File: src/design/stp_pkg.sv
// Shared types, constants and a function for the stepper phase sequencer.
package stp_pkg;

    // Field widths.
    localparam int POS_W      = 16;
    localparam int INTERVAL_W = 26;
    localparam int COUNT_W    = 32;
    localparam int REMAIN_W   = 31;
    localparam int COIL_W     = 4;
    localparam int CFG_IDX_W  = 2;
    localparam int CFG_DATA_W = 26;

    // Register indexes of the configuration port.
    localparam logic [CFG_IDX_W-1:0] CFG_STEPS_PER_REV = 2'd0;
    localparam logic [CFG_IDX_W-1:0] CFG_STEP_INTERVAL = 2'd1;

    // Register reset values.
    localparam logic [POS_W-1:0]      SPR_RESET      = 16'd200;
    localparam logic [INTERVAL_W-1:0] INTERVAL_RESET = 26'd5000;

    // Saturation limits.
    localparam logic [INTERVAL_W-1:0] ELAPSED_MAX = {INTERVAL_W{1'b1}};
    localparam logic [REMAIN_W-1:0]   REMAIN_MAX  = {REMAIN_W{1'b1}};

    // Item commands.
    localparam logic CMD_TICK = 1'b0;
    localparam logic CMD_MOVE = 1'b1;

    typedef struct packed {
        logic                      cmd;
        logic signed [COUNT_W-1:0] step_count;
    } t_in_item;

    typedef struct packed {
        logic [COIL_W-1:0] coils;
        logic              busy_res;
        logic [POS_W-1:0]  position;
        logic              stepped;
    } t_out_item;

    typedef struct packed {
        logic [POS_W-1:0]      steps_per_rev;
        logic [INTERVAL_W-1:0] step_interval_us;
    } t_cfg;

    // Full-step coil pattern for each of the four phases.
    function automatic logic [COIL_W-1:0] phase_coils(input logic [1:0] phase);
        logic [COIL_W-1:0] c;
        unique case (phase)
            2'd0:    c = 4'd5;
            2'd1:    c = 4'd6;
            2'd2:    c = 4'd10;
            default: c = 4'd9;
        endcase
        return c;
    endfunction

endpackage

File: src/design/stp_core.sv
// Motion state and the per-item step logic of the stepper phase sequencer.
module stp_core (
    input  logic              i_clk,
    input  logic              i_rst_n,
    input  logic              i_fire,
    input  stp_pkg::t_in_item i_item,
    input  stp_pkg::t_cfg     i_cfg,
    output stp_pkg::t_out_item o_result
);
    import stp_pkg::*;

    logic [POS_W-1:0]      r_position, n_position;
    logic [REMAIN_W-1:0]   r_remaining, n_remaining;
    logic                  r_forward, n_forward;
    logic [INTERVAL_W-1:0] r_elapsed, n_elapsed;
    logic [COIL_W-1:0]     r_coils, n_coils;

    logic [COUNT_W-1:0]    raw;
    logic [COUNT_W-1:0]    mag;
    logic [INTERVAL_W-1:0] elapsed_inc;
    logic [POS_W:0]        pos_plus;
    logic [POS_W-1:0]      pos_step;
    logic                  do_step;

    assign raw = i_item.step_count;
    assign mag = raw[COUNT_W-1] ? (~raw + 1'b1) : raw;

    // Saturating tick counter and the step decision.
    assign elapsed_inc = (r_elapsed != ELAPSED_MAX) ? r_elapsed + 1'b1 : r_elapsed;
    assign do_step = (i_item.cmd == CMD_TICK) && (r_remaining != '0)
                     && (elapsed_inc >= i_cfg.step_interval_us);

    // Next position, wrapping within one revolution.
    assign pos_plus = {1'b0, r_position} + 1'b1;
    always_comb begin
        if (i_cfg.steps_per_rev == '0) begin
            pos_step = '0;
        end else if (r_forward) begin
            pos_step = (pos_plus >= {1'b0, i_cfg.steps_per_rev}) ? '0 : pos_plus[POS_W-1:0];
        end else if (r_position == '0 || r_position >= i_cfg.steps_per_rev) begin
            pos_step = i_cfg.steps_per_rev - 1'b1;
        end else begin
            pos_step = r_position - 1'b1;
        end
    end

    // Next state for the item in hand.
    always_comb begin
        n_position  = r_position;
        n_remaining = r_remaining;
        n_forward   = r_forward;
        n_elapsed   = r_elapsed;
        n_coils     = r_coils;
        if (i_item.cmd == CMD_MOVE) begin
            if (raw != '0) begin
                n_forward   = ~raw[COUNT_W-1];
                n_remaining = mag[COUNT_W-1] ? REMAIN_MAX : mag[REMAIN_W-1:0];
            end
        end else if (do_step) begin
            n_elapsed   = '0;
            n_position  = pos_step;
            n_remaining = r_remaining - 1'b1;
            n_coils     = phase_coils(pos_step[1:0]);
        end else begin
            n_elapsed   = elapsed_inc;
        end
    end

    // State registers advance once per processed item.
    always_ff @(posedge i_clk) begin
        if (!i_rst_n) begin
            r_position  <= '0;
            r_remaining <= '0;
            r_forward   <= 1'b0;
            r_elapsed   <= '0;
            r_coils     <= '0;
        end else if (i_fire) begin
            r_position  <= n_position;
            r_remaining <= n_remaining;
            r_forward   <= n_forward;
            r_elapsed   <= n_elapsed;
            r_coils     <= n_coils;
        end
    end

    // Result reflects the state after this item.
    always_comb begin
        o_result.coils    = n_coils;
        o_result.busy_res = (n_remaining != '0);
        o_result.position = n_position;
        o_result.stepped  = do_step;
    end

endmodule

File: src/design/stepper_phase_sequencer.sv
// Stepper phase sequencer: input register, step core, result register.
// An item passes the input register, then the result register; a full result register holds it back.
// Throughput: one item per cycle while the result side is ready.
// The result register lets a new item enter while a result waits.
// Synchronous active-low reset clears motion state, valid flags and
// restores the registers to 200 steps per revolution and 5000 us.
module stepper_phase_sequencer (
    input  logic                              i_clk,
    input  logic                              i_rst_n,
    input  logic                              i_in_valid,
    output logic                              o_in_ready,
    input  stp_pkg::t_in_item                 i_in,
    output logic                              o_out_valid,
    input  logic                              i_out_ready,
    output stp_pkg::t_out_item                o_out,
    input  logic                              i_cfg_valid,
    output logic                              o_cfg_ready,
    input  logic [stp_pkg::CFG_IDX_W-1:0]     i_cfg_index,
    input  logic [stp_pkg::CFG_DATA_W-1:0]    i_cfg_data
);
    import stp_pkg::*;

    logic      r_in_vld;
    t_in_item  r_in;
    logic      r_out_vld;
    t_out_item r_out;
    t_cfg      r_cfg;
    t_out_item result;
    logic      fire;

    // Process the held item when the result register is free or draining.
    assign fire       = r_in_vld && (!r_out_vld || i_out_ready);
    assign o_in_ready = !r_in_vld || fire;

    // Input register.
    always_ff @(posedge i_clk) begin
        if (!i_rst_n) begin
            r_in_vld <= 1'b0;
        end else if (o_in_ready) begin
            r_in_vld <= i_in_valid;
        end
    end

    always_ff @(posedge i_clk) begin
        if (i_in_valid && o_in_ready) begin
            r_in <= i_in;
        end
    end

    // Configuration registers, always ready for a transfer.
    assign o_cfg_ready = 1'b1;

    always_ff @(posedge i_clk) begin
        if (!i_rst_n) begin
            r_cfg.steps_per_rev    <= SPR_RESET;
            r_cfg.step_interval_us <= INTERVAL_RESET;
        end else if (i_cfg_valid) begin
            if (i_cfg_index == CFG_STEPS_PER_REV) begin
                r_cfg.steps_per_rev <= i_cfg_data[POS_W-1:0];
            end else if (i_cfg_index == CFG_STEP_INTERVAL) begin
                r_cfg.step_interval_us <= i_cfg_data[INTERVAL_W-1:0];
            end
        end
    end

    stp_core u_core (
        .i_clk    (i_clk),
        .i_rst_n  (i_rst_n),
        .i_fire   (fire),
        .i_item   (r_in),
        .i_cfg    (r_cfg),
        .o_result (result)
    );

    // Result register.
    always_ff @(posedge i_clk) begin
        if (!i_rst_n) begin
            r_out_vld <= 1'b0;
        end else if (fire) begin
            r_out_vld <= 1'b1;
        end else if (i_out_ready) begin
            r_out_vld <= 1'b0;
        end
    end

    always_ff @(posedge i_clk) begin
        if (fire) begin
            r_out <= result;
        end
    end

    assign o_out_valid = r_out_vld;
    assign o_out       = r_out;

    // A step always drives the coil pattern of the new phase.
    a_step_coils: assert property (@(posedge i_clk) disable iff (!i_rst_n)
        o_out_valid && o_out.stepped |-> o_out.coils == phase_coils(o_out.position[1:0]))
        else $error("coil pattern does not match stepped position");

    // A move never steps.
    a_move_no_step: assert property (@(posedge i_clk) disable iff (!i_rst_n)
        fire && r_in.cmd == CMD_MOVE |=> !o_out.stepped)
        else $error("move item reported a step");

    // A nonzero move leaves the motor busy.
    a_move_busy: assert property (@(posedge i_clk) disable iff (!i_rst_n)
        fire && r_in.cmd == CMD_MOVE && r_in.step_count != '0 |=> o_out.busy_res)
        else $error("nonzero move did not set busy");

    // A processed item always yields a valid result.
    a_fire_valid: assert property (@(posedge i_clk) disable iff (!i_rst_n)
        fire |=> o_out_valid)
        else $error("processed item produced no result");

endmodule

File: config.mk
export PLATFORM = sky130hd
export DESIGN_NAME = stepper_phase_sequencer
export DESIGN_NICKNAME = d
export VERILOG_FILES = /design/src/design/stp_pkg.sv /design/src/design/stp_core.sv /design/src/design/stepper_phase_sequencer.sv
export SDC_FILE = /design/constraint.sdc
export NUM_CORES = 1
export LEC_CHECK = 0
export BUFFER_PORTS_ARGS = -buffer_cell sky130_fd_sc_hd__buf_2
export CORE_ASPECT_RATIO = 0.7
export CORE_MARGIN = 5
export CORE_UTILIZATION = 35
export DETAILED_ROUTE_END_ITERATION = 8
export PLACE_DENSITY = 0.53
export SLEW_MARGIN = 20
export SYNTH_ARGS = -nofsm -noshare
export SYNTH_HDL_FRONTEND = slang
export SYNTH_SLANG_ARGS = --single-unit
File: constraint.sdc
create_clock -name i_clk -period 13.45 [get_ports i_clk]
set_clock_uncertainty 0.2 [all_clocks]
set_input_delay 0.6725 -clock i_clk [delete_from_list [all_inputs] [get_ports i_clk]]
set_output_delay 0.6725 -clock i_clk [all_outputs]
set_load 0.1 [all_outputs]
==> key figures, run 1 <==
Layout
  – Total Nets Final: about 1600
  – P&R area growth vs syn: 12.63%
  – Layout cells sized above 1: roughly 11%
  – # diodes: 0

Synthesis
  – Number of cells produced by synthesis: approximately 1400
  – Area leader, netlist: dfxtp_1
  – Largest cells by area after synthesis: dfxtp_1 21%, edfxtp_1 14%, ha_1 7.5%
  – Synthesis Warnings: 0
  – Post-Syn Area: approximately 12000 µm²
  – Mapped Nets: between 1500 and 2000
  – Top_reg_cell synth: dfxtp_1
  – Post-synthesis async set-or-reset flop share: 0%
  – Post-synth top area share: between 20% and 30%
  – Avg Cell Area, Syn: between 7 and 8 µm²
  – Count of state elements after synthesis: roughly 180
  – Synth cell types: 73
  – Sequential cell area fraction in the yosys report: 35.56%
  – EDFF count, synth: 55

Floorplanning
  – Ports: slightly above 90
  – CORE AREA: around 32000 µm²
  – Die Y: around 160 µm
  – Initial Utilization: a little over a third
  – Rows: 55
  – Die width: between 200 and 250 µm
  – Die Area: between 30000 and 40000 µm²

Critical path
  – CP max-delay cell: o311ai_0
  – CP Launch Type: flip-flop
  – Cell Chain, Critical Path: and4_1, nand4_1, nor4_1, nand3_1, nand2_1, xnor2_1, ha_1, a211o_1, o211ai_1, a21oi_1, o311ai_0, a31oi_1, nand2_2, inv_2, a311oi_1, o2111ai_1, nor3_1, nand4_1
  – Worst path required time: between 10 and 15 ns
  – Worst Path Max Fanout: 28
  – Reg2Reg Depth: 18
  – WP depth: 18
  – Setup crit end kind: flip-flop
  – Top Family by Delay on Critical Path: simple AND/OR/NAND/NOR gates
  – Max incr delay on CP: slightly below 0.8 ns
  – Data arrival, critical path: a little under 7 ns
  – Crit path top cell by count: nand4_1
  – CP Buf/Inv Count: 1
  – WS Path Type: reg2reg

Clock tree
  – Root buffer cell: clkbuf_16
  – H-tree levels: 4
  – Number of hold buffers added after CTS: 0
  – Clock-pin slew on the worst setup and hold paths: around 0.07 ns
  – CTS Buf Count: 17
  – Setup bufs post-CTS: 0
  – Total clock sinks: between 150 and 200
  – CTS tree: yes
  – Clock buffer depth: 2
  – # resized after CTS: 0
  – Clock Latency Late Sink: between 0.4 and 0.5 ns

Routing
  – WL final: around 37000 µm
  – DRC: 0
  – Post-DR vias/cell: around 5.6
  – Via Count: between 10000 and 15000
  – Average wire per standard cell: approximately 19 µm
  – Antenna Violating Nets Remaining: 0
  – DR pass1 iterations: 5
  – DRT iter0 DRCs: around 880

Placement
  – Gpl congestion: ~0.94
  – Final HPWL DP: around 27000 µm
  – Port bufs: between 80 and 90

Hold path
  – Hold Path Cell Cnt: 1
  – Hold Crit Class: in2reg

Pwr
  – Tot Pwr: approximately 1.3 mW
  – Power density over the cells: around 100 nW/µm²
  – Lkg Pwr: ~5.0 nW
  – Peak VDD IR: between 0.06 and 0.07 mV

Timing
  – Setup repair after global routing missed its margin: no
  – # setup viols final: 0
  – Final min period: 6.913 ns
  – Max_slew headroom: a little under a third
  – Slew @ Worst Pin: between 1 and 1.5 ns
  – Final Hold Fails: 0
  – Post-route setup TNS: 0 ns
  – Slew Limit Fails: 0
  – Fin crit share: 51.40%
  – Achievable clock frequency: 144.7 MHz

Global routing
  – Largest net degree at the start of global routing: 86
  – Number of global-route vias before repair: 9947
  – Overflow after GRT: 0
  – First-pass GRT wire length: 57480 µm
  – Initial antenna violation count: 0
  – GRT Total Usage: between 15 and 20%

Outcome
  – Status: completed

Job
  – Max-cap violations: 0
## synthesized netlist by cell type, types with 4 or more instances
cell and count:
nand4_1 27, inv_1 68, a311o_1 6, xnor2_1 50
ha_1 69, o22ai_1 4, edfxtp_1 55, o31ai_1 16
o2111ai_1 4, o21ai_0 70, xor2_1 27, a21o_1 13
mux2i_1 15, a211o_1 8, o211ai_1 15, a31oi_1 10
a211oi_1 11, buf_1 10, nand2b_1 13, clkbuf_1 70
nor2b_1 8, or3_1 20, nor4_1 20, a21oi_1 106
and2_1 7, nand3b_1 5, or4_1 13, a22oi_1 14
buf_2 4, nor3b_1 4, nor3_1 52, a22o_1 4
nor2_1 136, nand3_1 42, a311oi_1 12, and4_1 7
dfxtp_1 122, o21a_1 11, and3_1 13, nand2_1 220
mux2_2 4
## metrics by stage
| stage | worst slack (ns) | cells | util (%) | area, µm² | hold WS (ns) |
|---|---|---|---|---|---|
| after floorplan | 8.045 | 1444 | - | 11510 | 0.2363 |
| after global placement | 6.853 | 1894 | 38.03 | 12330 | 0.2418 |
| after detailed placement | 6.716 | 1894 | 38.03 | 12330 | 0.2466 |
| after CTS | 6.685 | 1926 | 40.00 | 12970 | 0.1590 |
| after global routing | 5.898 | 1926 | 40.00 | 12970 | 0.1595 |
| final | 6.537 | 1926 | 40.00 | 12970 | 0.1854 |
## layout by cell type, fill, tap and decap left out, drive strengths merged, types with 10 or more instances in the layout
cell,n
nand2,221
nor2,136
dfxtp,122
buf,108
a21oi,106
inv,72
o21ai,70
ha,69
edfxtp,55
nor3,53
xnor2,50
nand3,42
nand4,27
xor2,27
clkbuf,23
or3,20
nor4,20
o31ai,16
o211ai,15
mux2i,15
a22oi,14
a21o,13
or4,13
and3,13
nand2b,13
a311oi,12
o21a,11
a211oi,11
a31oi,10
## flip-flops by register name, indices dropped and copies added, names as in the netlist
register,cells
r_cfg,42
r_in,33
u_core.r_remaining,31
u_core.r_elapsed,26
o_out,22
u_core.r_position,16
u_core.r_coils,4
o_out_valid,1
r_in_vld,1
u_core.r_forward,1
## report_power, final
group	switching, mW	internal (mW)	leakage [nW]	total [mW]
clock	0.230	0.310	0.314	0.541
combinational	0.137	0.0611	3.17	0.198
sequential	0.0179	0.569	1.52	0.587
## cell type report
cell class,count,area [µm²]
tap,427,534.3
multi-input combinational,1111,6843
inverter,71,267.8
clock inverter,9,86.33
clock buffer,23,553.0
timing repair buffer,108,588.1
fill,3305,19450
sequential,177,4094
## per-layer routing
metal  wire length [µm]  vias to the layer above  track usage, %
li1                   -                     5290               -
met1              18860                     5183           31.41
met2              14990                      373           27.24
met3               2697                       26           4.119
met4                375                        0           4.482
met5                  0                        -               0
## cells by family after synthesis
logic type               after synthesis  share of synthesized area, %
AO/OA/AOI/OAI                        338                         18.93
XOR/XNOR                              77                         5.858
adder cells (fa/ha/maj)               69                         7.499
buffers and inverters                156                         5.162
flip-flops                           177                         35.56
multiplexers                          19                         1.695
other                                  1                       0.03257
AND/OR/NAND/NOR                      607                         25.26
## final timing paths
path                                      startpoint         to  slack (ns)
worst min-delay path                        i_in[13]   r_in[13]        0.19
worst max-delay path            u_core.r_elapsed[17]  o_out[17]        6.54
worst min register to register             r_cfg[24]  r_cfg[24]        0.25
worst max register to register  u_core.r_elapsed[17]  o_out[17]        6.54
Note: power is estimated with default switching activity, not from simulation.
==> run 2, diff against run 1 <==
--- a/config.mk
+++ b/config.mk
@@ -10,7 +10,7 @@
 export CORE_MARGIN = 5
 export CORE_UTILIZATION = 35
 export DETAILED_ROUTE_END_ITERATION = 8
-export PLACE_DENSITY = 0.53
+export PLACE_DENSITY = 0.55
 export SLEW_MARGIN = 20
 export SYNTH_ARGS = -nofsm -noshare
 export SYNTH_HDL_FRONTEND = slang
==> constraint.sdc (replaced) <==
create_clock -name i_clk -period 5.93 [get_ports i_clk]
set_clock_uncertainty 0.2 [all_clocks]
set_input_delay 0.2965 -clock i_clk [delete_from_list [all_inputs] [get_ports i_clk]]
set_output_delay 0.2965 -clock i_clk [all_outputs]
set_load 0.1 [all_outputs]
==> run 2 against run 1 <==
Against the previous run: sequential power grew 130%; flip-flop and latch count is the same; critical path depth grew 3; critical path type unchanged; global-route usage shrank 0.10 points.
==> key figures, run 2 (synthesis gave the netlist of run 1 again) <==
Critical path
  – Data arrival, critical path: 5.65 ns (-1.25 ns)
  – CP Buf/Inv Count: 3 (+2)
  – Cell Chain, Critical Path: and4_1, nand4_1, nor4_1, buf_4, and3_1, or3_1, nor2_1, and3_1, xor2_1, ha_1, nand3_1, nor3_1, o311ai_0, buf_4, a31oi_2, buf_4, nand4_1, mux2_2, o221ai_1, and4b_1, nand4_1
  – Worst Path Max Fanout: 16 (-43%)
  – Top Family by Delay on Critical Path: simple AND/OR/NAND/NOR gates
  – WP depth: 21 (+3)
  – CP Launch Type: flip-flop
  – WS Path Type: reg2reg
  – Max incr delay on CP: 0.45 ns (-0.34 ns)
  – Reg2Reg Depth: 21 (+3)
  – CP max-delay cell: dfxtp_1
  – Worst path required time: 5.93 ns (-7.51 ns)
  – Setup crit end kind: flip-flop

Timing
  – Max_slew headroom: 25.92% (-4.4 points)
  – Final min period: 5.651 ns (-1.262 ns)
  – Slew Limit Fails: 0 (unchanged)
  – Fin crit share: 95.29% (+44 points)
  – Achievable clock frequency: 177.0 MHz (+22%)
  – Slew @ Worst Pin: 1.106 ns (+0.07043 ns)
  – Final Worst Setup Slack: 0.2790 ns (-6.258 ns)
  – # setup viols final: 0 (unchanged)
  – Final Hold Fails: 0 (unchanged)
  – Setup repair after global routing missed its margin: yes

Floorplanning
  – Initial Utilization: 35.52% (unchanged)
  – Die Y: 161.7 µm (unchanged)
  – Die width: 226.8 µm (unchanged)
  – Ports: 91 (unchanged)
  – Rows: 55 (unchanged)
  – CORE AREA: 32410 µm² (unchanged)
  – Die Area: 36680 µm² (unchanged)

Pwr
  – Sw frac: 30.59% (+1.5 points)
  – Combinational share of power: 16.0% (+1.1 points)
  – Internal: 2.043 mW (+120%)
  – NetSw: 0.9005 mW (+130%)
  – Tot Pwr: 2.943 mW (+120%)
  – Peak VDD IR: 0.1909 mV (+210%)
  – Lkg Pwr: 5.253 nW (+5.0%)
  – Clock network fraction of total power: 38.6% (-2.2 points)
  – Power density over the cells: 217.0 nW/µm² (+110%)
  – Seq pwr share: 45.4% (+1.1 points)

Placement
  – Setup WS pre-CTS: 0.3621 ns (-6.354 ns)
  – Gpl congestion: 0.9308 (-1.1%)
  – Final HPWL DP: 26570 µm (-1.2%)
  – Placed inst area: 12350 µm² (+0.20%)
  – Port bufs: 89 (unchanged)

Layout
  – Most frequent cells in the layout: 219 x nand2_1, 135 x nor2_1, 122 x dfxtp_1
  – # diodes: 0 (unchanged)
  – Final instance area: 13560 µm² (+4.6%)
  – Fillers: 3275 (-0.91%)
  – P&R area growth vs syn: 17.81%
  – Total Nets Final: 1687 (+4.1%)
  – Layout cells sized above 1: 10.86% (-0.078 points)
  – Core Util, Final: 41.85% (+1.8 points)
  – Regs by FF count: r_cfg (42), r_in (33), u_core.r_remaining (31)
  – Max FFs per register: 42 (unchanged)
  – Top reg by flops: r_cfg
  – Commonest non-fill, non-tap cell in the layout: nand2_1

Routing
  – DR pass1 iterations: 6 (+1)
  – Post-DR vias/cell: 5.577 (-1.2%)
  – Average wire per standard cell: 18.44 µm (-3.8%)
  – Antenna Violating Nets Remaining: 0 (unchanged)
  – WL final: 36730 µm (-0.53%)
  – DRC: 0 (unchanged)
  – Via Count: 11110 (+2.2%)
  – DRT iter0 DRCs: 1233 (+41%)

Hold path
  – Hold Crit Class: in2reg
  – Hold Path Cell Cnt: 4 (+3)

Outcome
  – Status: completed

Clock tree
  – Total clock sinks: 177 (unchanged)
  – CTS tree: yes
  – Clock Latency Late Sink: 0.45 ns (about the same)
  – Setup bufs post-CTS: 0 (unchanged)
  – H-tree levels: 4 (unchanged)
  – Root buffer cell: clkbuf_16
  – CTS Buf Count: 17 (unchanged)
  – Clock-pin slew on the worst setup and hold paths: 0.08 ns (about the same)
  – Clock buffer depth: 2 (unchanged)

Global routing
  – GRT Total Usage: 19.73% (-0.10 points)
  – Largest net degree at the start of global routing: 77 (-10%)
  – First-pass GRT wire length: 57750 µm (+0.47%)
  – Number of global-route vias before repair: 10320 (+3.7%)
  – Overflow after GRT: 0 (unchanged)
  – Initial antenna violation count: 0 (unchanged)

Job
  – Max-cap violations: 0 (unchanged)
## run 2: worst register-to-register path, stage by stage (launching register included)
cell	delay, ns
dfxtp_1	0.45
and4_1	0.30
nand4_1	0.18
nor4_1	0.33
buf_4	0.18
and3_1	0.29
or3_1	0.25
nor2_1	0.11
and3_1	0.23
xor2_1	0.15
ha_1	0.29
nand3_1	0.10
nor3_1	0.27
o311ai_0	0.22
buf_4	0.19
a31oi_2	0.39
buf_4	0.32
nand4_1	0.13
mux2_2	0.29
o221ai_1	0.21
and4b_1	0.24
nand4_1	0.07
## run 2: final cells by class
type	count	area (µm²)	area share, %
inverters	71	267.8	1.974
flip-flops and latches	177	4094	30.18
well taps	427	534.3	3.939
repair buffers	174	1239	9.133
multi-input cells	1111	6849	50.50
clock buffers	19	464.2	3.423
clock inverters	13	115.1	0.8487
## run 2: what timing repair did
item,4_1_cts,5_1_grt
hold buffers,62,0
setup endpoints to repair,0,5
gates resized for setup,0,4
endpoints found under the hold margin,77,0
## run 2: path summary, 6_finish.rpt
path                                      startpoint        end  slack (ns)
worst max-delay path            u_core.r_elapsed[17]  o_out[17]        0.28
worst max register to register  u_core.r_elapsed[17]  o_out[17]        0.28
worst min register to register              r_cfg[4]   r_cfg[4]        0.26
worst min-delay path                  i_cfg_index[1]  r_cfg[34]        0.06
## run 2: layer usage
layer	vias up	part of all wire, %	track usage [%]
li1	5414	-	-
met1	5268	49	30.05
met2	395	42	27.60
met3	33	7.3	4.607
met4	0	1.6	5.466
met5	-	0	0
## run 2: power groups by stage
stage | Clock (mW) | Combinational [mW] | Sequential, mW
6_report | 1.14 | 0.472 | 1.33
5_1_grt | 1.23 | 0.515 | 1.34
3_3_place_gp | 0 | 0.431 | 1.36
3_5_place_dp | 0 | 0.432 | 1.36
2_1_floorplan | 0 | 0.266 | 1.39
4_1_cts | 1.17 | 0.466 | 1.33
## run 2: stage by stage
stage	hold slack [ns]	setup TNS [ns]	std cells
after floorplan	0.1954	0	1444
after global placement	0.2415	0	1898
after detailed placement	0.2480	0	1898
after CTS	0.08227	0	1992
after global routing	0.06472	-0.06060	1992
final	0.06107	0	1992
